==> src/rtl/core/swpp_pkg.sv <==
// Shared types and constants for the slice window prefetch policy.
// No dependencies; every other file in rtl/core imports this package.
`timescale 1ns / 1ps

package swpp_pkg;

   localparam int SLOT_COUNT_DEF = 8;

   localparam int TAG_W      = 16;  // slot tag and request slice, signed
   localparam int SLICE_W    = 15;  // last_slice and new_slice
   localparam int STEP_W     = 9;   // slice_step, signed
   localparam int STATUS_W   = 2;
   localparam int SLOT_IDX_W = 3;   // reported slot index, low bits of the slot number
   localparam int WIN_W      = 18;  // window arithmetic, signed, covers ends before clipping

   localparam int CSR_IDX_W  = 1;
   localparam int CSR_DATA_W = 15;

   localparam logic [CSR_IDX_W-1:0] REG_LAST_SLICE = 1'd0;
   localparam logic [CSR_IDX_W-1:0] REG_SLICE_STEP = 1'd1;

   localparam logic [STATUS_W-1:0] ST_HIT   = 2'd0;
   localparam logic [STATUS_W-1:0] ST_MISS  = 2'd1;
   localparam logic [STATUS_W-1:0] ST_RANGE = 2'd2;

   typedef struct packed {
      logic load;         // latch the request beat
      logic setup;        // range, hit and raw window ends
      logic lo_inc;       // raise low end by |step|
      logic hi_dec;       // lower high end by |step|
      logic mark_init;    // start the grid marking pass
      logic mark;         // mark slots whose tag equals the current slice
      logic s_next;       // advance the window slice
      logic s_rewind;     // back to the low end
      logic cur_next;     // skip a slot that is still in the window
      logic assign_slot;  // give the current slice to the cursor slot
      logic emit_final;   // push the closing beat
   } swpp_cmd_type;

   typedef struct packed {
      logic out_range;
      logic lo_neg;
      logic hi_over;
      logic s_at_end;
      logic held;
      logic cur_end;
      logic cur_taken;
      logic can_assign;
      logic out_free;
   } swpp_stat_type;

endpackage

==> src/rtl/core/swpp_req_if.sv <==
// Request channel: valid/ready handshake carrying the requested slice.
// Depends on swpp_pkg.
`timescale 1ns / 1ps

interface swpp_req_if import swpp_pkg::*; ();
   logic                     valid;
   logic                     ready;
   logic signed [TAG_W-1:0]  request_slice;

   modport source (output valid, output request_slice, input ready);
   modport sink   (input valid, input request_slice, output ready);
endinterface

==> src/rtl/core/swpp_rsp_if.sv <==
// Result channel: valid/ready handshake carrying one reassignment or status beat.
// Depends on swpp_pkg.
`timescale 1ns / 1ps

interface swpp_rsp_if import swpp_pkg::*; ();
   logic                   valid;
   logic                   ready;
   logic [STATUS_W-1:0]    status;
   logic                   assign_valid;
   logic [SLOT_IDX_W-1:0]  slot_index;
   logic [SLICE_W-1:0]     new_slice;
   logic                   last;

   modport source (output valid, output status, output assign_valid, output slot_index,
                   output new_slice, output last, input ready);
   modport sink   (input valid, input status, input assign_valid, input slot_index,
                   input new_slice, input last, output ready);
endinterface

==> src/rtl/core/swpp_ctrl.sv <==
// Sequencer for the prefetch policy: walks setup, clipping, marking and assignment.
// Depends on swpp_pkg; drives swpp_dp through swpp_cmd_type.
`timescale 1ns / 1ps

module swpp_ctrl import swpp_pkg::*; (
   input  logic          clock,
   input  logic          reset,
   input  logic          req_valid,
   output logic          req_ready,
   input  swpp_stat_type stat,
   output swpp_cmd_type  cmd
);

   localparam logic [2:0] S_IDLE   = 3'd0;
   localparam logic [2:0] S_RANGE  = 3'd1;
   localparam logic [2:0] S_CLIPLO = 3'd2;
   localparam logic [2:0] S_CLIPHI = 3'd3;
   localparam logic [2:0] S_MARK   = 3'd4;
   localparam logic [2:0] S_WALK   = 3'd5;
   localparam logic [2:0] S_SCAN   = 3'd6;
   localparam logic [2:0] S_FINAL  = 3'd7;

   logic [2:0] state_ff;
   logic [2:0] state_in;

   always_comb begin
      state_in  = state_ff;
      cmd       = '0;
      req_ready = 1'b0;
      case (state_ff)
         S_IDLE: begin
            req_ready = 1'b1;
            if (req_valid) begin
               cmd.load = 1'b1;
               state_in = S_RANGE;
            end
         end
         S_RANGE: begin
            cmd.setup = 1'b1;
            state_in  = stat.out_range ? S_FINAL : S_CLIPLO;
         end
         S_CLIPLO: begin
            if (stat.lo_neg) begin
               cmd.lo_inc = 1'b1;
            end else begin
               state_in = S_CLIPHI;
            end
         end
         S_CLIPHI: begin
            if (stat.hi_over) begin
               cmd.hi_dec = 1'b1;
            end else begin
               cmd.mark_init = 1'b1;
               state_in      = S_MARK;
            end
         end
         S_MARK: begin
            cmd.mark = 1'b1;
            if (stat.s_at_end) begin
               cmd.s_rewind = 1'b1;
               state_in     = S_WALK;
            end else begin
               cmd.s_next = 1'b1;
            end
         end
         S_WALK: begin
            if (stat.held) begin
               if (stat.s_at_end) begin
                  state_in = S_FINAL;
               end else begin
                  cmd.s_next = 1'b1;
               end
            end else begin
               state_in = S_SCAN;
            end
         end
         S_SCAN: begin
            if (stat.cur_end) begin
               // no slot left past the cursor: later slices cannot be placed
               state_in = S_FINAL;
            end else if (stat.cur_taken) begin
               cmd.cur_next = 1'b1;
            end else if (stat.can_assign) begin
               cmd.assign_slot = 1'b1;
               if (stat.s_at_end) begin
                  state_in = S_FINAL;
               end else begin
                  cmd.s_next = 1'b1;
                  state_in   = S_WALK;
               end
            end
         end
         S_FINAL: begin
            if (stat.out_free) begin
               cmd.emit_final = 1'b1;
               state_in       = S_IDLE;
            end
         end
         default: begin
            state_in = S_IDLE;
         end
      endcase
   end

   always_ff @(posedge clock) begin
      if (reset) begin
         state_ff <= S_IDLE;
      end else begin
         state_ff <= state_in;
      end
   end

endmodule

==> src/rtl/core/swpp_dp.sv <==
// Datapath for the prefetch policy: config, slot tags, window ends, cursor, result register.
// Depends on swpp_pkg; steered by swpp_ctrl through swpp_cmd_type.
`timescale 1ns / 1ps

module swpp_dp import swpp_pkg::*; #(
   parameter int SLOT_COUNT = SLOT_COUNT_DEF
) (
   input  logic                   clock,
   input  logic                   reset,
   input  logic                   csr_write_en,
   input  logic [CSR_IDX_W-1:0]   csr_index,
   input  logic [CSR_DATA_W-1:0]  csr_data,
   input  logic signed [TAG_W-1:0] req_slice,
   input  swpp_cmd_type           cmd,
   output swpp_stat_type          stat,
   input  logic                   rsp_ready,
   output logic                   rsp_valid,
   output logic [STATUS_W-1:0]    rsp_status,
   output logic                   rsp_assign_valid,
   output logic [SLOT_IDX_W-1:0]  rsp_slot_index,
   output logic [SLICE_W-1:0]     rsp_new_slice,
   output logic                   rsp_last
);

   localparam int IdxW  = $clog2(SLOT_COUNT);
   localparam int CurW  = $clog2(SLOT_COUNT + 1);
   localparam int Half  = SLOT_COUNT / 2 - ((SLOT_COUNT % 2 == 0) ? 1 : 0);
   localparam int Upper = SLOT_COUNT - 1 - Half;

   // configuration
   logic [SLICE_W-1:0]        last_slice_ff, last_slice_in;
   logic signed [STEP_W-1:0]  slice_step_ff, slice_step_in;

   // slot tags
   logic signed [TAG_W-1:0]   tag_ff [SLOT_COUNT];
   logic signed [TAG_W-1:0]   tag_in [SLOT_COUNT];

   // per-request working state
   logic signed [TAG_W-1:0]   t_ff, t_in;
   logic signed [WIN_W-1:0]   a_ff, a_in;
   logic signed [WIN_W-1:0]   lo_ff, lo_in;
   logic signed [WIN_W-1:0]   hi_ff, hi_in;
   logic signed [WIN_W-1:0]   s_ff, s_in;
   logic                      oor_ff, oor_in;
   logic                      hit_ff, hit_in;
   logic [CurW-1:0]           cur_ff, cur_in;
   logic [SLOT_COUNT-1:0]     ingrid_ff, ingrid_in;

   // reassignment held back until it is known whether it closes the request
   logic                      pend_valid_ff, pend_valid_in;
   logic [IdxW-1:0]           pend_slot_ff, pend_slot_in;
   logic [SLICE_W-1:0]        pend_slice_ff, pend_slice_in;

   // result register
   logic                      out_valid_ff, out_valid_in;
   logic [STATUS_W-1:0]       out_status_ff, out_status_in;
   logic                      out_assign_ff, out_assign_in;
   logic [SLOT_IDX_W-1:0]     out_slot_ff, out_slot_in;
   logic [SLICE_W-1:0]        out_slice_ff, out_slice_in;
   logic                      out_last_ff, out_last_in;

   logic signed [STEP_W-1:0]  step_eff;
   logic signed [WIN_W-1:0]   step_w;
   logic signed [WIN_W-1:0]   abs_w;
   logic signed [WIN_W-1:0]   t_w;
   logic signed [WIN_W-1:0]   tmax_w;
   logic signed [WIN_W-1:0]   end_a;
   logic signed [WIN_W-1:0]   end_b;
   logic signed [WIN_W-1:0]   s_nx;
   logic [SLOT_COUNT-1:0]     match_s;
   logic [SLOT_COUNT-1:0]     match_t;
   logic [IdxW-1:0]           cur_idx;
   logic [SLOT_IDX_W+IdxW-1:0] pend_slot_wide;
   logic [STATUS_W-1:0]       req_status;
   logic                      out_free;

   always_comb begin
      step_eff = (slice_step_ff == '0) ? STEP_W'(1) : slice_step_ff;
      step_w   = WIN_W'(step_eff);
      abs_w    = (step_w < 0) ? -step_w : step_w;
      t_w      = WIN_W'(t_ff);
      tmax_w   = $signed(WIN_W'(last_slice_ff));
      end_a    = t_w - step_w * $signed(WIN_W'(Half));
      end_b    = t_w + step_w * $signed(WIN_W'(Upper));
      s_nx     = s_ff + a_ff;
      cur_idx  = cur_ff[IdxW-1:0];
      pend_slot_wide = (SLOT_IDX_W + IdxW)'(pend_slot_ff);
      req_status     = hit_ff ? ST_HIT : ST_MISS;
      out_free       = !out_valid_ff || rsp_ready;
      for (int i = 0; i < SLOT_COUNT; i++) begin
         match_s[i] = (tag_ff[i] == s_ff[TAG_W-1:0]);
         match_t[i] = (tag_ff[i] == t_ff);
      end
   end

   always_comb begin
      stat.out_range  = (t_w < 0) || (t_w > tmax_w);
      stat.lo_neg     = (lo_ff < 0);
      stat.hi_over    = (hi_ff > tmax_w);
      stat.s_at_end   = (s_nx > hi_ff);
      stat.held       = |match_s;
      stat.cur_end    = (cur_ff == CurW'(SLOT_COUNT));
      stat.cur_taken  = !stat.cur_end && ingrid_ff[cur_idx];
      stat.can_assign = !pend_valid_ff || out_free;
      stat.out_free   = out_free;
   end

   always_comb begin
      last_slice_in = last_slice_ff;
      slice_step_in = slice_step_ff;
      tag_in        = tag_ff;
      t_in          = t_ff;
      a_in          = a_ff;
      lo_in         = lo_ff;
      hi_in         = hi_ff;
      s_in          = s_ff;
      oor_in        = oor_ff;
      hit_in        = hit_ff;
      cur_in        = cur_ff;
      ingrid_in     = ingrid_ff;
      pend_valid_in = pend_valid_ff;
      pend_slot_in  = pend_slot_ff;
      pend_slice_in = pend_slice_ff;
      out_valid_in  = out_valid_ff;
      out_status_in = out_status_ff;
      out_assign_in = out_assign_ff;
      out_slot_in   = out_slot_ff;
      out_slice_in  = out_slice_ff;
      out_last_in   = out_last_ff;

      if (csr_write_en) begin
         case (csr_index)
            REG_LAST_SLICE: last_slice_in = csr_data[SLICE_W-1:0];
            REG_SLICE_STEP: slice_step_in = $signed(csr_data[STEP_W-1:0]);
            default: ;
         endcase
      end

      if (cmd.load) begin
         t_in = req_slice;
      end
      if (cmd.setup) begin
         a_in   = abs_w;
         lo_in  = (end_a > end_b) ? end_b : end_a;
         hi_in  = (end_a > end_b) ? end_a : end_b;
         oor_in = stat.out_range;
         hit_in = |match_t;
      end
      if (cmd.lo_inc) begin
         lo_in = lo_ff + a_ff;
      end
      if (cmd.hi_dec) begin
         hi_in = hi_ff - a_ff;
      end
      if (cmd.mark_init) begin
         s_in          = lo_ff;
         ingrid_in     = '0;
         cur_in        = '0;
         pend_valid_in = 1'b0;
      end
      if (cmd.mark) begin
         ingrid_in = ingrid_ff | match_s;
      end
      if (cmd.s_next) begin
         s_in = s_nx;
      end
      if (cmd.s_rewind) begin
         s_in = lo_ff;
      end
      if (cmd.cur_next) begin
         cur_in = cur_ff + CurW'(1);
      end

      // drop the beat once taken; a new one below overrides
      if (rsp_ready) begin
         out_valid_in = 1'b0;
      end

      if (cmd.assign_slot) begin
         tag_in[cur_idx] = s_ff[TAG_W-1:0];
         cur_in          = cur_ff + CurW'(1);
         if (pend_valid_ff) begin
            out_valid_in  = 1'b1;
            out_status_in = req_status;
            out_assign_in = 1'b1;
            out_slot_in   = pend_slot_wide[SLOT_IDX_W-1:0];
            out_slice_in  = pend_slice_ff;
            out_last_in   = 1'b0;
         end
         pend_valid_in = 1'b1;
         pend_slot_in  = cur_idx;
         pend_slice_in = s_ff[SLICE_W-1:0];
      end

      if (cmd.emit_final) begin
         out_valid_in = 1'b1;
         out_last_in  = 1'b1;
         if (oor_ff) begin
            out_status_in = ST_RANGE;
            out_assign_in = 1'b0;
            out_slot_in   = '0;
            out_slice_in  = '0;
         end else if (pend_valid_ff) begin
            out_status_in = req_status;
            out_assign_in = 1'b1;
            out_slot_in   = pend_slot_wide[SLOT_IDX_W-1:0];
            out_slice_in  = pend_slice_ff;
         end else begin
            out_status_in = req_status;
            out_assign_in = 1'b0;
            out_slot_in   = '0;
            out_slice_in  = '0;
         end
         pend_valid_in = 1'b0;
      end
   end

   always_ff @(posedge clock) begin
      if (reset) begin
         last_slice_ff <= '0;
         slice_step_ff <= STEP_W'(1);
         for (int i = 0; i < SLOT_COUNT; i++) begin
            tag_ff[i] <= '1;
         end
         pend_valid_ff <= 1'b0;
         out_valid_ff  <= 1'b0;
      end else begin
         last_slice_ff <= last_slice_in;
         slice_step_ff <= slice_step_in;
         tag_ff        <= tag_in;
         pend_valid_ff <= pend_valid_in;
         out_valid_ff  <= out_valid_in;
      end
   end

   always_ff @(posedge clock) begin
      t_ff          <= t_in;
      a_ff          <= a_in;
      lo_ff         <= lo_in;
      hi_ff         <= hi_in;
      s_ff          <= s_in;
      oor_ff        <= oor_in;
      hit_ff        <= hit_in;
      cur_ff        <= cur_in;
      ingrid_ff     <= ingrid_in;
      pend_slot_ff  <= pend_slot_in;
      pend_slice_ff <= pend_slice_in;
      out_status_ff <= out_status_in;
      out_assign_ff <= out_assign_in;
      out_slot_ff   <= out_slot_in;
      out_slice_ff  <= out_slice_in;
      out_last_ff   <= out_last_in;
   end

   assign rsp_valid        = out_valid_ff;
   assign rsp_status       = out_status_ff;
   assign rsp_assign_valid = out_assign_ff;
   assign rsp_slot_index   = out_slot_ff;
   assign rsp_new_slice    = out_slice_ff;
   assign rsp_last         = out_last_ff;

endmodule

==> src/rtl/core/slice_window_prefetch_policy.sv <==
// Slice window prefetch policy, top level: swpp_ctrl sequencer plus swpp_dp datapath.
// Steps from the accepting edge to the registered closing beat: out of range, setup and then
// the closing beat; in range, setup, clipping of both ends, marking, then the walk.
// Throughput: one request at a time; the next is taken after the closing beat is registered.
// Reset (synchronous, active high): all slots empty, last_slice 0, slice_step 1, no beat out.
// Depends on swpp_pkg, swpp_req_if, swpp_rsp_if, swpp_ctrl and swpp_dp.
`timescale 1ns / 1ps

module slice_window_prefetch_policy import swpp_pkg::*; #(
   parameter int SLOT_COUNT = SLOT_COUNT_DEF
) (
   input  logic                  clock,
   input  logic                  reset,
   swpp_req_if.sink              req_chan,
   swpp_rsp_if.source            rsp_chan,
   input  logic                  csr_write_en,
   input  logic [CSR_IDX_W-1:0]  csr_index,
   input  logic [CSR_DATA_W-1:0] csr_data
);

   // Flow of one request:
   //   accept the beat, check range and hit, form the raw window ends,
   //   clip each end one |step| a cycle, mark slots whose tags sit on the
   //   window grid (one slice a cycle), then walk the slices again and hand
   //   each unheld slice to the next slot past the cursor that is off the grid.
   // Each reassignment is held back until the next one or the closing beat, so the final one can carry last.

   swpp_cmd_type  cmd;
   swpp_stat_type stat;
   logic          req_ready;

   swpp_ctrl u_ctrl (
      .clock     (clock),
      .reset     (reset),
      .req_valid (req_chan.valid),
      .req_ready (req_ready),
      .stat      (stat),
      .cmd       (cmd)
   );

   swpp_dp #(
      .SLOT_COUNT (SLOT_COUNT)
   ) u_dp (
      .clock            (clock),
      .reset            (reset),
      .csr_write_en     (csr_write_en),
      .csr_index        (csr_index),
      .csr_data         (csr_data),
      .req_slice        (req_chan.request_slice),
      .cmd              (cmd),
      .stat             (stat),
      .rsp_ready        (rsp_chan.ready),
      .rsp_valid        (rsp_chan.valid),
      .rsp_status       (rsp_chan.status),
      .rsp_assign_valid (rsp_chan.assign_valid),
      .rsp_slot_index   (rsp_chan.slot_index),
      .rsp_new_slice    (rsp_chan.new_slice),
      .rsp_last         (rsp_chan.last)
   );

   // take a request only while the sequencer is idle
   assign req_chan.ready = req_ready;

endmodule

==> src/flat_wrapper.sv <==
// flat-port wrapper written by rule: the top's interface ports become plain ports
module slice_window_prefetch_policy_flat import swpp_pkg::*;
#(
   parameter int SLOT_COUNT = SLOT_COUNT_DEF
)
  (clock, reset, csr_write_en, csr_index, csr_data, req_chan_valid, req_chan_request_slice, req_chan_ready, rsp_chan_valid, rsp_chan_status, rsp_chan_assign_valid, rsp_chan_slot_index, rsp_chan_new_slice, rsp_chan_last, rsp_chan_ready);
  swpp_req_if req_chan_i ();
  swpp_rsp_if rsp_chan_i ();
  input  logic clock;
  input  logic reset;
  input  logic csr_write_en;
  input  logic [CSR_IDX_W-1:0] csr_index;
  input  logic [CSR_DATA_W-1:0] csr_data;
  input wire logic [$bits(req_chan_i.valid)-1:0] req_chan_valid;
  input wire logic [$bits(req_chan_i.request_slice)-1:0] req_chan_request_slice;
  output wire logic [$bits(req_chan_i.ready)-1:0] req_chan_ready;
  output wire logic [$bits(rsp_chan_i.valid)-1:0] rsp_chan_valid;
  output wire logic [$bits(rsp_chan_i.status)-1:0] rsp_chan_status;
  output wire logic [$bits(rsp_chan_i.assign_valid)-1:0] rsp_chan_assign_valid;
  output wire logic [$bits(rsp_chan_i.slot_index)-1:0] rsp_chan_slot_index;
  output wire logic [$bits(rsp_chan_i.new_slice)-1:0] rsp_chan_new_slice;
  output wire logic [$bits(rsp_chan_i.last)-1:0] rsp_chan_last;
  input wire logic [$bits(rsp_chan_i.ready)-1:0] rsp_chan_ready;
  assign req_chan_i.valid = req_chan_valid;
  assign req_chan_i.request_slice = req_chan_request_slice;
  assign req_chan_ready = req_chan_i.ready;
  assign rsp_chan_valid = rsp_chan_i.valid;
  assign rsp_chan_status = rsp_chan_i.status;
  assign rsp_chan_assign_valid = rsp_chan_i.assign_valid;
  assign rsp_chan_slot_index = rsp_chan_i.slot_index;
  assign rsp_chan_new_slice = rsp_chan_i.new_slice;
  assign rsp_chan_last = rsp_chan_i.last;
  assign rsp_chan_i.ready = rsp_chan_ready;
  slice_window_prefetch_policy #(.SLOT_COUNT(SLOT_COUNT)) u_core (.clock(clock), .reset(reset), .req_chan(req_chan_i), .rsp_chan(rsp_chan_i), .csr_write_en(csr_write_en), .csr_index(csr_index), .csr_data(csr_data));
endmodule
==> config.mk <==
export PLATFORM = sky130hd
export DESIGN_NAME = slice_window_prefetch_policy_flat
export DESIGN_NICKNAME = d
export VERILOG_FILES = /design/src/rtl/core/swpp_pkg.sv /design/src/rtl/core/swpp_req_if.sv /design/src/rtl/core/swpp_rsp_if.sv /design/src/rtl/core/swpp_ctrl.sv /design/src/rtl/core/swpp_dp.sv /design/src/rtl/core/slice_window_prefetch_policy.sv /design/src/flat_wrapper.sv
export SDC_FILE = /design/constraint.sdc
export NUM_CORES = 1
export LEC_CHECK = 0
export BUFFER_PORTS_ARGS = -buffer_cell sky130_fd_sc_hd__buf_4
export CAP_MARGIN = 20
export CELL_PAD_IN_SITES_DETAIL_PLACEMENT = 1
export CELL_PAD_IN_SITES_GLOBAL_PLACEMENT = 1
export CORE_AREA = 2 2 169 254
export DETAILED_ROUTE_END_ITERATION = 12
export DIE_AREA = 0 0 171 256
export GPL_TIMING_DRIVEN = 0
export PLACE_DENSITY_LB_ADDON = 0.1
export SYNTH_ARGS = -nofsm -noshare
export SYNTH_HDL_FRONTEND = slang
export SYNTH_SLANG_ARGS = --single-unit
==> constraint.sdc <==
create_clock -name clock -period 7 [get_ports clock]
set_clock_uncertainty 0.15 [all_clocks]
set_input_delay 0.35 -clock clock [delete_from_list [all_inputs] [get_ports clock]]
set_output_delay 0.35 -clock clock [all_outputs]
set_load 0.05 [all_outputs]
## Word level (Yosys, flattened, before mapping)

Cells that the tools add are included.

| storage, ports and cells | value |
|---|---|
| output and inout bits | 24 |
| logic and storage cells | 193 |
| input port bits | 37 |
| register bits after elaboration | 299 |

| operators by class | value |
|---|---|
| reduce and logical (&&, ||, !) cells | 26 |
| muxes and demuxes | 85 |
| add/sub/neg operators | 7 |
| bitwise gates (word level) | 3 |
| magnitude comparators | 10 |
| $mul | 1 |
| eq/ne operators | 32 |

Operator list:

| operator | count |
|---|---|
| equality test 16 bit | 16 |
| 2-to-1 mux 18 bit | 10 |
| bitwise mux 128 bit | 1 |
| 2-to-1 mux 15 bit | 5 |
| demux 16 bit (select 3 bit) | 1 |
| 2-to-1 mux 3 bit | 16 |
| adder 18 bit | 2 |
| 2-to-1 mux 1 bit | 34 |
| one-hot mux 3 bit (8 select lines) | 1 |
| > comparator 18 x 16 -> 1 bit | 1 |
| > comparator 18 bit | 1 |
| less-than comparator 18 x 1 -> 1 bit, second input constant | 1 |
| negator 9 -> 18 bit | 1 |
| subtractor 18 bit | 1 |
| adder 16 x 11 -> 17 bit | 1 |
| > comparator 17 bit | 1 |
| subtractor 16 x 12 -> 17 bit | 1 |
| > comparator 16 bit | 1 |
| less-than comparator 16 x 1 -> 1 bit, second input constant | 1 |
| 2-to-1 mux 16 bit | 1 |
| 2-to-1 mux 2 bit | 8 |
| 2-to-1 mux 8 bit | 2 |
| OR reduction 8 bit | 2 |
| equality test 3 bit, second input constant | 4 |
| other kinds (30) | 51 |

## Depth between registers and ports, before layout

Gate-level depths: netlist of the first run.

| depth | value |
|---|---|
| depth in word-level cells | 9 |
| gate-level depth with buffers | 26 |
| gate-level depth less buffers | 24 |

## By module

A second synthesis of the first run with hierarchy kept.

| unflattened totals | value |
|---|---|
| cells, all modules | 2,175 |
| area, all modules | 20,712.4 um^2 |

By module, submodules not included:

| module | area each (um^2) | instances | cells an instance |
|---|---|---|---|
| swpp_dp | 20,352.0 | 1 | 2,124 |
| swpp_ctrl | 360.3 | 1 | 51 |

## Least setup slack after synthesis of the first run

No wires, ideal clock.

| timing | value |
|---|---|
| path kind | reg-to-reg |
| from | reg u_core.u_dp.s_ff[1] |
| to | reg u_core.u_dp.s_ff[0] (enable) |
| path buffers | 2 |
| path slack | 0.878 ns |
| clock period less this slack | 6.122 ns |
| data required time | 6.392 ns |
| data arrival time | 5.514 ns |
| cell stages (with the launch flop) | 17 |
| library setup time | 0.458 ns |
| path through | edfxtp_1 buf_2 buf_4 inv_1 fa_1 nor2b_1 o21ai_0 a21boi_0 o2111ai_1 a31oi_1 o311ai_0 ha_1 nand4_1 nor3_1 o221a_2 o31ai_1 o311ai_0 |

| on the way | value |
|---|---|
| longest elaborated chain between the ends | 8 |
| elaborated cells between the ends (all ways) | 20 |
| those cells by class | 1 x add/sub; 1 x order compare; 8 x eq/ne; 8 x mux; 2 x reduce/logical |

Ends and longest elaborated chain:

| item | RTL line | RTL |
|---|---|---|
| start: declaration | swpp_dp.sv:43 | `logic signed [WIN_W-1:0] s_ff, s_in;` |
| start signal: assignment | swpp_dp.sv:241 | `s_ff <= s_in;` |
| adder 18 bit | swpp_dp.sv:85 | `s_nx = s_ff + a_ff;` |
| > comparator 18 bit | swpp_dp.sv:100 | `stat.s_at_end = (s_nx > hi_ff);` |
| 2-to-1 mux 1 bit | swpp_ctrl.sv:59, swpp_ctrl.sv:68, swpp_ctrl.sv:85 |  |
| 2-to-1 mux 1 bit | swpp_ctrl.sv:83 | `end else if (stat.can_assign) begin` |
| 2-to-1 mux 1 bit | swpp_ctrl.sv:81 | `end else if (stat.cur_taken) begin` |
| 2-to-1 mux 1 bit | swpp_ctrl.sv:78 | `if (stat.cur_end) begin` |
| one-hot mux 1 bit (3 select lines) | swpp_ctrl.sv:30 | `case (state_ff)` |
| nonzero test 3 bit (no source line) (*) | n/a |  |

Mark *: on every way between the ends. The rest lies on a longest branch, timed or not.
A chain may end at the register's enable or synchronous reset.

## Worst setup path after layout of the first run

| timing | value |
|---|---|
| from | reg u_core.u_dp.t_ff[2] |
| to | reg u_core.u_dp.lo_ff[6], data pin |

| on the way | value |
|---|---|
| longest elaborated chain between the ends | 5 |
| elaborated cells between the ends (all ways) | 6 |
| those cells by class | 2 x add/sub; 1 x order compare; 3 x mux |

Ends and longest elaborated chain:

| item | RTL line | RTL |
|---|---|---|
| start: declaration | swpp_dp.sv:39 | `logic signed [TAG_W-1:0] t_ff, t_in;` |
| start signal: assignment | swpp_dp.sv:237 | `t_ff <= t_in;` |
| subtractor 16 x 12 -> 17 bit or adder 16 x 11 -> 17 bit (tied branches) | swpp_dp.sv:83, swpp_dp.sv:84 |  |
| > comparator 17 bit | swpp_dp.sv:144 | `lo_in = (end_a > end_b) ? end_b : end_a;` |
| 2-to-1 mux 18 bit (*) | swpp_dp.sv:144 |  |
| 2-to-1 mux 18 bit (*) | swpp_dp.sv:142 | `if (cmd.setup) begin` |
| 2-to-1 mux 18 bit (*) | swpp_dp.sv:149 | `if (cmd.lo_inc) begin` |
| named net u_core.u_dp.lo_in[6] | swpp_dp.sv:41 | `logic signed [WIN_W-1:0] lo_ff, lo_in;` |
| end signal: assignment | swpp_dp.sv:239 | `lo_ff <= lo_in;` |
| end: declaration | swpp_dp.sv:41 |  |

The timed path passes the listed nets; every way through them passes the cells marked *. The select of a mux whose other input is x is not followed.

==> impl_metrics.env, run 1 <==
export IMPL_status="complete, no violations"
export IMPL_nets=2567
export IMPL_irDropWorstVdd_uv=361
export IMPL_synth_top_area_cell="edfxtp_1"
export IMPL_wl_per_cell_um=25.3
export IMPL_clk_pin_slew_ns=0.06
export IMPL_crit_path_end_kind="flip-flop"
export IMPL_clk_latency_ns=0.55
export IMPL_rsz0062_at_grt="yes"
export IMPL_boundaryPins=61
export IMPL_worst_slew_pin_slew_ns=1.23
export IMPL_fin_crit_ns=6.78
export IMPL_ant_nets=0
export IMPL_slew_viol_final=0
export IMPL_cts_made_buffers=35
export IMPL_die_width_um=171
export IMPL_setup_viol=0
export IMPL_start_util_pct=49.5
export IMPL_synth_top_cells_by_area="edfxtp_1, dfxtp_1, xnor2_1"
export IMPL_regToRegStartpoint="u_core.u_dp.t_ff[2]"
export IMPL_seq_area_frac_synth_pct=35.8
export IMPL_gr_total_overflow=0
export IMPL_finalNonFillerCells=2935
export IMPL_coreArea_mm2=0.0417
export IMPL_cts_root_buffer="clkbuf_16"
export IMPL_grt_max_degree=27
export IMPL_synthAdderAreaFrac_pct=11.6
export IMPL_synthCells=2200
export IMPL_synth_area_mm2=0.0206
export IMPL_min_period_over_period_pct=96.8
export IMPL_gp_congestion=0.934
export IMPL_grt_pass1_vias=18800
export IMPL_cts_htree_levels=2
export IMPL_cp_max_fo=10
export IMPL_regToRegSetupSlack_ns=0.22
export IMPL_vias=17300
export IMPL_rr_worst_depth=24
export IMPL_dpl_hpwl_um=55400
export IMPL_placed_area_mm2=0.0219
export IMPL_synthArstFlopShare_pct=0
export IMPL_firstDrtPassIters=5
export IMPL_design_area_mm2=0.0236
export IMPL_die_height_um=256
export IMPL_numPortBuffers=59
export IMPL_fmax_ghz=0.148
export IMPL_clock_sinks=299
export IMPL_wl_met2_um=38800
export IMPL_top_layer_used="met4"
export IMPL_power_uw=11100
export IMPL_m1WireLength_um=26300
export IMPL_yosys_area_share_simple_pct=15.0
export IMPL_ys_types=80
export IMPL_grt_pass1_wl_um=111000
export IMPL_cts_buffer_depth=3
export IMPL_synth_xor_area_share_pct=13.9
export IMPL_ys_ff_latch=299
export IMPL_startpoint="u_core.u_dp.t_ff[2]"
export IMPL_worstSetupPathType="reg2reg"
export IMPL_avgSynthCellArea_um2=9.38
export IMPL_n_fill_cell=4791
export IMPL_timing_rr_end="u_core.u_dp.lo_ff[6]"
export IMPL_slew_headroom_pct=18.1
export IMPL_yosys_warnings=0
export IMPL_p_leak_uw=0.00913
export IMPL_finalWirelength_um=74300
export IMPL_holdCritPathClass="in2reg"
export IMPL_drcViolationCount=0
export IMPL_worstPathArrival_ns=6.89
export IMPL_dieArea_mm2=0.0438
export IMPL_syn_to_final_growth_pct=14.2
export IMPL_ys_flop_type="dfxtp_1"
export IMPL_drv_cap=0
export IMPL_worst_setup_path_start_kind="flip-flop"
export IMPL_p_per_area_mw_per_mm2=471
export IMPL_via_per_inst=5.90
export IMPL_synth_compound_area_share_pct=10.4
export IMPL_post_route_cells_drive_above_1_share_pct=10.0
export IMPL_track_usage_pct=33.8
export IMPL_rows=92
export IMPL_endpoint="u_core.u_dp.lo_ff[6]"
export IMPL_wl_met3_um=2800
export IMPL_synth_top_family_by_area="simple AND/OR/NAND/NOR gates"
export IMPL_synth_edf_count=141
export IMPL_synthMuxAreaShare_pct=7.54
export IMPL_cts_tree="done"
export IMPL_grt_antenna_before_repair=1
export IMPL_cp_required_ns=7.11
export IMPL_hold_violations=0
export IMPL_final_util_pct=56.6
export IMPL_dp_cells=2839
export IMPL_netlist_area_leader_share_pct=20.5
export IMPL_first_iter_violations=904
[worst min path at each step]
stage	start	endpoint	slack [ns]	depth (start not counted)
global placement	u_core.u_dp.last_slice_ff[4]	u_core.u_dp.last_slice_ff[4]	0.30	2
detailed placement	u_core.u_dp.last_slice_ff[6]	u_core.u_dp.last_slice_ff[6]	0.30	2
finish	csr_index	u_core.u_dp.last_slice_ff[4]	0.08	4
floorplan	u_core.u_dp.last_slice_ff[10]	u_core.u_dp.last_slice_ff[10]	0.29	2
global route	csr_index	u_core.u_dp.last_slice_ff[4]	0.08	4
CTS	csr_index	u_core.u_dp.last_slice_ff[4]	0.04	4
[layout make-up]
type                    instances  area [um^2]  area share [%]
repair buffers                104          907            3.85
flip-flops and latches        299         7400            31.4
multi-input cells            1641        12200            51.5
inverters                     152          571            2.42
clock inverters                18          253            1.07
clock buffers                  44          961            4.08
well taps                     564          706            2.99
diodes                          1         2.50          0.0106
plain buffers                 112          626            2.65
[state kept, by name, summed over array words and instances, names as in the netlist]
signal and cells:
u_core.u_dp.rsp_last 1, u_core.u_dp.rsp_slot_index 3, u_core.u_dp.cur_ff 4, u_core.u_dp.hit_ff 1, u_core.u_dp.pend_valid_ff 1, u_core.u_dp.pend_slot_ff 3
u_core.u_ctrl.state_ff 3, u_core.u_dp.rsp_assign_valid 1, u_core.u_dp.hi_ff 18, u_core.u_dp.lo_ff 18, u_core.u_dp.rsp_status 2, u_core.u_dp.s_ff 18
u_core.u_dp.tag_ff 128, u_core.u_dp.slice_step_ff 9, u_core.u_dp.t_ff 16, u_core.u_dp.rsp_new_slice 15, u_core.u_dp.oor_ff 1, u_core.u_dp.a_ff 18
u_core.u_dp.ingrid_ff 8, u_core.u_dp.pend_slice_ff 15, u_core.u_dp.rsp_valid 1, u_core.u_dp.last_slice_ff 15
[where the power goes]
group | internal, uW | switching (uW) | leakage [uW]
Sequential | 2360 | 353 | 0.00259
Combinational | 2470 | 3940 | 0.00594
Clock | 1200 | 800 | 0.000602
Total | 6020 | 5090 | 0.00913
[per-layer routing]
metal / up-vias / GRT usage [%]
li1: 7927 / -
met1: 8622 / 34.4
met2: 492 / 61.6
met3: 274 / 4.62
met4: 0 / 25.2
met5: - / 0
[through the flow]
| stage | hold slack, ns | setup TNS (ns) | setup slack, ns |
|---|---|---|---|
| floorplan | 0.286 | 0 | 0.878 |
| global placement | 0.295 | -28.97 | -1.41 |
| detailed placement | 0.303 | -8.26 | -0.587 |
| CTS | 0.0443 | 0 | 0.0226 |
| global route | 0.0813 | -0.574 | -0.108 |
| finish | 0.0755 | 0 | 0.221 |
[logic make-up after synthesis]
group | Yosys count
AO/OA/AOI/OAI | 333
AND/OR/NAND/NOR | 637
flip-flops | 299
adder cells (fa/ha/maj) | 185
XOR/XNOR | 328
buffers and inverters | 264
other | 1
multiplexers | 153
[what timing repair did]
action | CTS | global route
gates resized for setup | 9 | 15
endpoints found under the hold margin | 40 | 0
buffers inserted | 0 | 0
hold buffers | 31 | 0
endpoints found under the setup margin | 31 | 50
[Yosys cell counts (7+ instances only)]
cell and instances:
nand2_1 245, mux2_2 13, mux2i_1 132, buf_4 28, mux2_1 8, o21a_1 23, buf_2 18, edfxtp_1 141
ha_1 174, a21o_1 31, a21oi_1 101, o21bai_1 7, nand2b_1 15, and2_1 11, nor2b_1 31, and3_1 14
a211oi_1 15, or3_1 8, dfxtp_1 158, clkbuf_1 58, nor2_1 103, nand3_1 48, xnor2_1 306, xor2_1 22
inv_1 150, nor4_1 22, or2_2 8, nor3_1 27, a31oi_1 10, o21ai_0 72, fa_1 11, nand4_1 77
o211ai_1 11
[critical path, cell delays in order (launching register included)]
cell             delay (ns)
edfxtp_1               0.61
clkdlybuf4s15_2        0.51
inv_1                  0.21
ha_1                   0.16
inv_1                  0.05
fa_1                   0.53
inv_1                  0.06
fa_1                   0.44
nand2b_1               0.19
a211o_1                0.38
a211oi_2               0.29
o311a_1                0.23
mux2i_1                0.11
nor2_1                 0.13
inv_1                  0.06
ha_1                   0.29
and4_1                 0.22
nand4_1                0.16
nor4_2                 0.44
mux2i_1                0.19
o21ai_2                0.21
clkbuf_4               0.33
nor2_1                 0.06
a21oi_1                0.32
o21ai_0                0.15
[layout by cell type, fill, tap and decap left out, types with 57 or more instances in the layout]
cell | netlist | final
dfxtp_1 | 158 | 157
clkbuf_1 | 58 | 57
xnor2_1 | 306 | 306
nor2_1 | 103 | 102
buf_4 | 28 | 89
inv_1 | 150 | 150
mux2i_1 | 132 | 131
a21oi_1 | 101 | 100
ha_1 | 174 | 174
nand2_1 | 245 | 245
edfxtp_1 | 141 | 141
nand4_1 | 77 | 77
o21ai_0 | 72 | 69
(Power assumes the default switching activity.)
==> inputs of run 2 (changes only) <==
ABC_AREA = 1   (was not set)
CORE_AREA = 2 2 174 262   (was 2 2 169 254)
DIE_AREA = 0 0 176 264   (was 0 0 171 256)
==> run 2 against run 1 <==
  * Critical path type unchanged
  * Non-clock buffer count is 18 lower
  * Critical path depth is 3 higher
  * Cell area is 1.1% higher
==> impl_metrics.env, run 2 <==
export IMPL_fin_crit_ns=6.72
export IMPL_final_util_pct=53.7
export IMPL_cts_made_buffers=35
export IMPL_ys_types=46
export IMPL_clock_sinks=299
export IMPL_track_usage_pct=38.0
export IMPL_synth_commonest_cells="nand2_1, inv_1, a21oi_1, nor2_1, o21ai_0"
export IMPL_finalWirelength_um=88800
export IMPL_holdCritPathClass="in2reg"
export IMPL_cts_root_buffer="clkbuf_16"
export IMPL_rows=95
export IMPL_seq_area_frac_synth_pct=35.2
export IMPL_clk_latency_ns=0.54
export IMPL_synth_edf_count=141
export IMPL_gr_total_overflow=0
export IMPL_p_leak_uw=0.0114
export IMPL_dieArea_mm2=0.0465
export IMPL_drv_cap=0
export IMPL_cp_top_family="buffers and inverters"
export IMPL_finalNonFillerCells=3545
export IMPL_min_period_over_period_pct=96.0
export IMPL_slew_viol_final=0
export IMPL_cp_required_ns=7.10
export IMPL_irDropWorstVdd_uv=634
export IMPL_numPortBuffers=59
export IMPL_synth_area_mm2=0.0210
export IMPL_combinationalPowerShare_pct=58.7
export IMPL_wl_per_cell_um=25.0
export IMPL_cp_max_fo=10
export IMPL_synthArstFlopShare_pct=0
export IMPL_cp_buffers_inverters=5
export IMPL_fmax_ghz=0.149
export IMPL_num_antenna_cells=0
export IMPL_largest_register_ffs=128
export IMPL_drcViolationCount=0
export IMPL_boundaryPins=61
export IMPL_timing_critical_path_slowest_cell_delay_ns=0.79
export IMPL_synth_top_area_cell="edfxtp_1"
export IMPL_final_common_cell="nand2_1"
export IMPL_cts_htree_levels=2
export IMPL_worst_setup_path_start_kind="flip-flop"
export IMPL_setup_viol=0
export IMPL_hold_slack_ns=0.00815
export IMPL_power_share_clock_pct=16.4
export IMPL_synthCells=2801
export IMPL_post_synth_top_count_cell="nand2_1"
export IMPL_grt_max_degree=28
export IMPL_post_place_ws_ns=-0.337
export IMPL_slew_headroom_pct=19.2
export IMPL_worst_path_max_delay_cell="clkinv_1"
export IMPL_post_route_cells_drive_above_1_share_pct=7.29
export IMPL_first_iter_violations=1357
export IMPL_p_per_area_mw_per_mm2=490
export IMPL_firstDrtPassIters=5
export IMPL_vias=20600
export IMPL_netlist_area_leader_share_pct=20.1
export IMPL_ant_nets=0
export IMPL_avgSynthCellArea_um2=7.51
export IMPL_hold_violations=0
export IMPL_crit_path_end_kind="flip-flop"
export IMPL_cts_tree="done"
export IMPL_status="complete, no violations"
export IMPL_nets=3158
export IMPL_gp_congestion=0.980
export IMPL_power_uw=11700
export IMPL_worstPathArrival_ns=6.82
export IMPL_syn_to_final_growth_pct=13.2
export IMPL_top_register="u_core.u_dp.tag_ff"
export IMPL_clk_pin_slew_ns=0.06
export IMPL_ys_ff_latch=299
export IMPL_grt_antenna_before_repair=0
export IMPL_cts_buffer_depth=3
export IMPL_cp_common_cell="nand2_1"
export IMPL_yosys_warnings=0
export IMPL_coreArea_mm2=0.0443
export IMPL_die_width_um=176
export IMPL_dpl_hpwl_um=67800
export IMPL_intPower_uw=5600
export IMPL_via_per_inst=5.82
export IMPL_grt_pass1_wl_um=131000
export IMPL_start_util_pct=47.5
export IMPL_seqPwrFrac_pct=24.9
export IMPL_die_height_um=264
export IMPL_sw_frac_of_total_pct=52.0
export IMPL_setup_slack_ns=0.283
export IMPL_p_sw_uw=6080
export IMPL_grt_pass1_vias=22000
export IMPL_synth_top_cells_by_area="edfxtp_1, dfxtp_1, nand2_1"
export IMPL_layout_common_cells="nand2_1, inv_1, a21oi_1"
export IMPL_worst_slew_pin_slew_ns=1.21
export IMPL_worstSetupPathType="reg2reg"
export IMPL_dp_cells=3454
export IMPL_ys_flop_type="dfxtp_1"
-- run 2: cell count changes after synthesis, sizes merged, moves of 21 or more --
cell | before | now
xor2 | 22 | 137
nand4 | 77 | 32
mux2i | 132 | 0
nor2b | 31 | 0
nand3 | 48 | 73
nor2 | 103 | 209
a21o | 31 | 9
xnor2 | 306 | 57
o211ai | 11 | 60
inv | 150 | 349
a21oi | 101 | 224
nand2 | 246 | 709
o21ai | 76 | 214
mux2 | 21 | 0
-- run 2: cell families after synthesis --
family                     share of synthesized area, %
other                                            0.0178
DFF                                                35.2
xor gates and xnor gates                           8.08
AOI/OAI and AO/OA                                  15.4
buffers and inverters                              8.79
and+or+nand+nor                                    21.2
adders and majority gates                          11.4
-- run 2: layer usage --
layer	GRT usage (%)	share of wire, %	vias up	routed length, um
met5	0	0	-	0
met4	32.9	10	0	9290
met2	67.2	50	670	44100
met1	39.2	35	10100	31500
met3	4.85	4.5	360	3960
li1	-	-	9526	-
-- run 2: final cells by class --
cell class              instances  area [um^2]
clock inverters                19          183
inverters                     356         1340
plain buffers                 104          524
fillers                      5621        20500
well taps                     582          728
repair buffers                 94          820
multi-input cells            2046        11900
flip-flops and latches        299         7400
clock buffers                  45          977
-- run 2: timing repair --
item                                   4_1_cts  5_1_grt
hold buffers                                24        0
endpoints found under the hold margin       26        0
setup endpoints to repair                   32       32
setup buffers                                0        2
pin swaps                                    0        1
gates resized for setup                      7       13
-- run 2: stage by stage --
stage | setup TNS, ns | cell area (um^2)
after floorplan | 0 | 21100
after global placement | -2.05 | 22200
after detailed placement | -6.08 | 22300
after CTS | 0 | 23800
after global routing | -0.0561 | 23800
final | 0 | 23800
-- run 2: power groups by stage --
stage               registers, uW  clock network (uW)  logic, uW
floorplan                    2610                   0       4370
global placement             2910                   0       6400
detailed placement           2910                   0       6700
CTS                          2870                1920       6770
global route                 2910                1990       7520
finish                       2900                1920       6860
-- run 2: worst reg2reg max path, cell delays in order (launching register included) --
cell and delay (ns):
edfxtp_1 0.45, clkbuf_1 0.73, clkinv_1 0.80, ha_1 0.55
inv_1 0.04, ha_1 0.34, a21oi_1 0.30, nor2_1 0.07
nor2_1 0.17, nor2_1 0.06, nor3_1 0.23, nand2_1 0.09
nand2_1 0.06, nand2_1 0.16, ha_1 0.39, nand2_1 0.08
nor2_1 0.15, nand2_1 0.09, nor2_1 0.10, nand2_1 0.07
nand3_1 0.17, nand2_1 0.07, o21ai_1 0.10, buf_2 0.23
buf_2 0.25, nand2_1 0.07, o211ai_1 0.25, o21ai_0 0.21
-- run 2: worst paths after layout --
kind	start	cells after the start	to	slack, ns
hold reg to reg	u_core.u_dp.rsp_last	2	u_core.u_dp.rsp_last	0.30
setup / recovery	u_core.u_dp.t_ff[9]	27	u_core.u_dp.lo_ff[8]	0.28
setup reg to reg	u_core.u_dp.t_ff[9]	27	u_core.u_dp.lo_ff[8]	0.28
hold / removal	csr_data[10]	3	u_core.u_dp.last_slice_ff[10]	0.008
==> inputs of run 3 (changes only) <==
CELL_PAD_IN_SITES_DETAIL_PLACEMENT = 0   (was 1)
==> run 3 against run 2 <==
  * Combinational power is 3% lower
  * Global-route usage shrank 3.1 points
  * First-iteration DRC count up 25%
  * Critical path depth is 3 higher
  * Final cell count is 0.11% higher
  * Register-to-register slack better by 0.30 ns
  * Count of clock-buffer cells in the layout rose by 9
  * Hold slack better by 0.0052 ns
  * Flip-flop and latch count did not move
  * Highest routed layer unchanged
  * Via count down 4.1%
  * Sequential power about the same
  * Clock power shrank 4%
==> impl_metrics.env, run 3 (synthesis gave the netlist of run 2 again) <==
export IMPL_via_per_inst=5.57
export IMPL_finalWirelength_um=81300
export IMPL_firstDrtPassIters=7
export IMPL_intPower_uw=5530
export IMPL_timing_critical_path_slowest_cell_delay_ns=0.57
export IMPL_worst_path_max_delay_cell="fa_1"
export IMPL_dp_cells=3454
export IMPL_dpl_hpwl_um=62400
export IMPL_grt_pass1_wl_um=119000
export IMPL_p_leak_uw=0.0114
export IMPL_grt_antenna_before_repair=1
export IMPL_cp_required_ns=7.10
export IMPL_vias=19800
export IMPL_fmax_ghz=0.156
export IMPL_finalNonFillerCells=3549
export IMPL_die_width_um=176
export IMPL_clk_latency_ns=0.54
export IMPL_rsz0062_at_grt="no"
export IMPL_numPortBuffers=59
export IMPL_cts_root_buffer="clkbuf_16"
export IMPL_grt_max_degree=28
export IMPL_worstSetupPathType="reg2reg"
export IMPL_final_util_pct=53.7
export IMPL_sw_frac_of_total_pct=51.4
export IMPL_nets=3162
export IMPL_num_antenna_cells=0
export IMPL_die_height_um=264
export IMPL_gr_total_overflow=0
export IMPL_largest_register_ffs=128
export IMPL_cts_tree="done"
export IMPL_cp_max_fo=10
export IMPL_wl_met3_um=4200
export IMPL_crit_path_end_kind="flip-flop"
export IMPL_rr_worst_depth=30
export IMPL_start_util_pct=47.5
export IMPL_cts_htree_levels=2
export IMPL_m1WireLength_um=29400
export IMPL_drcViolationCount=0
export IMPL_rows=95
export IMPL_post_route_cells_drive_above_1_share_pct=7.31
export IMPL_syn_to_final_growth_pct=13.2
export IMPL_cts_made_buffers=35
export IMPL_slew_headroom_pct=22.7
export IMPL_min_period_over_period_pct=91.7
export IMPL_holdPathStages=3
export IMPL_p_sw_uw=5850
export IMPL_holdCritPathClass="in2reg"
export IMPL_boundaryPins=61
export IMPL_drv_cap=0
export IMPL_cts_buffer_depth=3
export IMPL_p_per_area_mw_per_mm2=478
export IMPL_gp_congestion=0.980
export IMPL_dieArea_mm2=0.0465
export IMPL_first_iter_violations=1695
export IMPL_top_register="u_core.u_dp.tag_ff"
export IMPL_track_usage_pct=34.9
export IMPL_final_common_cell="nand2_1"
export IMPL_top_layer_used="met4"
export IMPL_combinationalPowerShare_pct=58.5
export IMPL_ant_nets=0
export IMPL_worst_slew_pin_slew_ns=1.16
export IMPL_irDropWorstVdd_uv=672
export IMPL_clk_pin_slew_ns=0.06
export IMPL_wl_per_cell_um=22.9
export IMPL_hold_violations=0
export IMPL_wl_met2_um=40800
export IMPL_seqPwrFrac_pct=25.3
export IMPL_clock_sinks=299
export IMPL_grt_pass1_vias=19400
export IMPL_worstPathArrival_ns=6.52
export IMPL_fin_crit_ns=6.42
export IMPL_status="complete, no violations"
export IMPL_cp_common_cell="nand2_1"
export IMPL_coreArea_mm2=0.0443
export IMPL_worst_setup_path_start_kind="flip-flop"
export IMPL_slew_viol_final=0
export IMPL_setup_viol=0
export IMPL_layout_common_cells="nand2_1, inv_1, a21oi_1"
export IMPL_power_share_clock_pct=16.2
==> run 3: power groups by stage <==
stage | combinational (uW) | clock [uW] | sequential, uW
after floorplan | 4370 | 0 | 2610
after global placement | 6400 | 0 | 2910
after detailed placement | 6540 | 0 | 2900
after CTS | 6590 | 1860 | 2860
after global routing | 7380 | 1920 | 2890
final | 6660 | 1840 | 2880
==> run 3: path summary, 6_finish.rpt <==
check	startpoint	endpoint	slack [ns]
worst min register to register	u_core.u_dp.cur_ff[2]	u_core.u_dp.pend_slot_ff[2]	0.30
worst max-delay path	u_core.u_dp.slice_step_ff[7]	u_core.u_dp.lo_ff[8]	0.58
worst min-delay path	csr_data[3]	u_core.u_dp.slice_step_ff[3]	0.01
worst max register to register	u_core.u_dp.slice_step_ff[7]	u_core.u_dp.lo_ff[8]	0.58
==> run 3: area by class of cell <==
cell class	instances	area [um^2]
clock inverters	10	97.6
multi-input cells	2046	11900
plain buffers	104	523
flip-flops and latches	299	7400
clock buffers	54	1020
fillers	4341	20500
well taps	582	728
inverters	356	1350
repair buffers	98	861
==> run 3: repair_timing <==
action / CTS / global route
buffers inserted: 0 / 3
endpoints found under the hold margin: 28 / 0
hold buffers: 27 / 0
gates resized for setup: 4 / 15
endpoints found under the setup margin: 32 / 32
==> run 3: metrics by stage <==
stage	power (uW)	area, um^2	setup slack [ns]	hold slack (ns)	setup TNS (ns)
3_5_place_dp	9440	22300	-0.243	0.286	-3.02
3_3_place_gp	9310	22200	-0.223	0.287	-2.05
5_1_grt	12200	23800	0.0226	0.0348	0
4_1_cts	11300	23700	0.0973	0.00724	0
2_1_floorplan	6980	21100	1.39	0.275	0
6_report	11400	23800	0.584	0.0133	0
==> run 3: critical path, delay by kind of cell (launching register included) <==
kind | cells | cell delay, ns
compound gates | 7 | 1.46
xor+xnor | 1 | 0.24
fa+ha+maj | 4 | 1.68
buf+inv | 6 | 0.89
flops | 1 | 0.38
simple gates | 12 | 1.33
==> run 3: metal layers <==
metal	track usage (%)	vias to the layer above
li1	-	9548
met1	37.8	9259
met2	62.9	697
met3	3.73	264
met4	24.8	0
met5	0	-
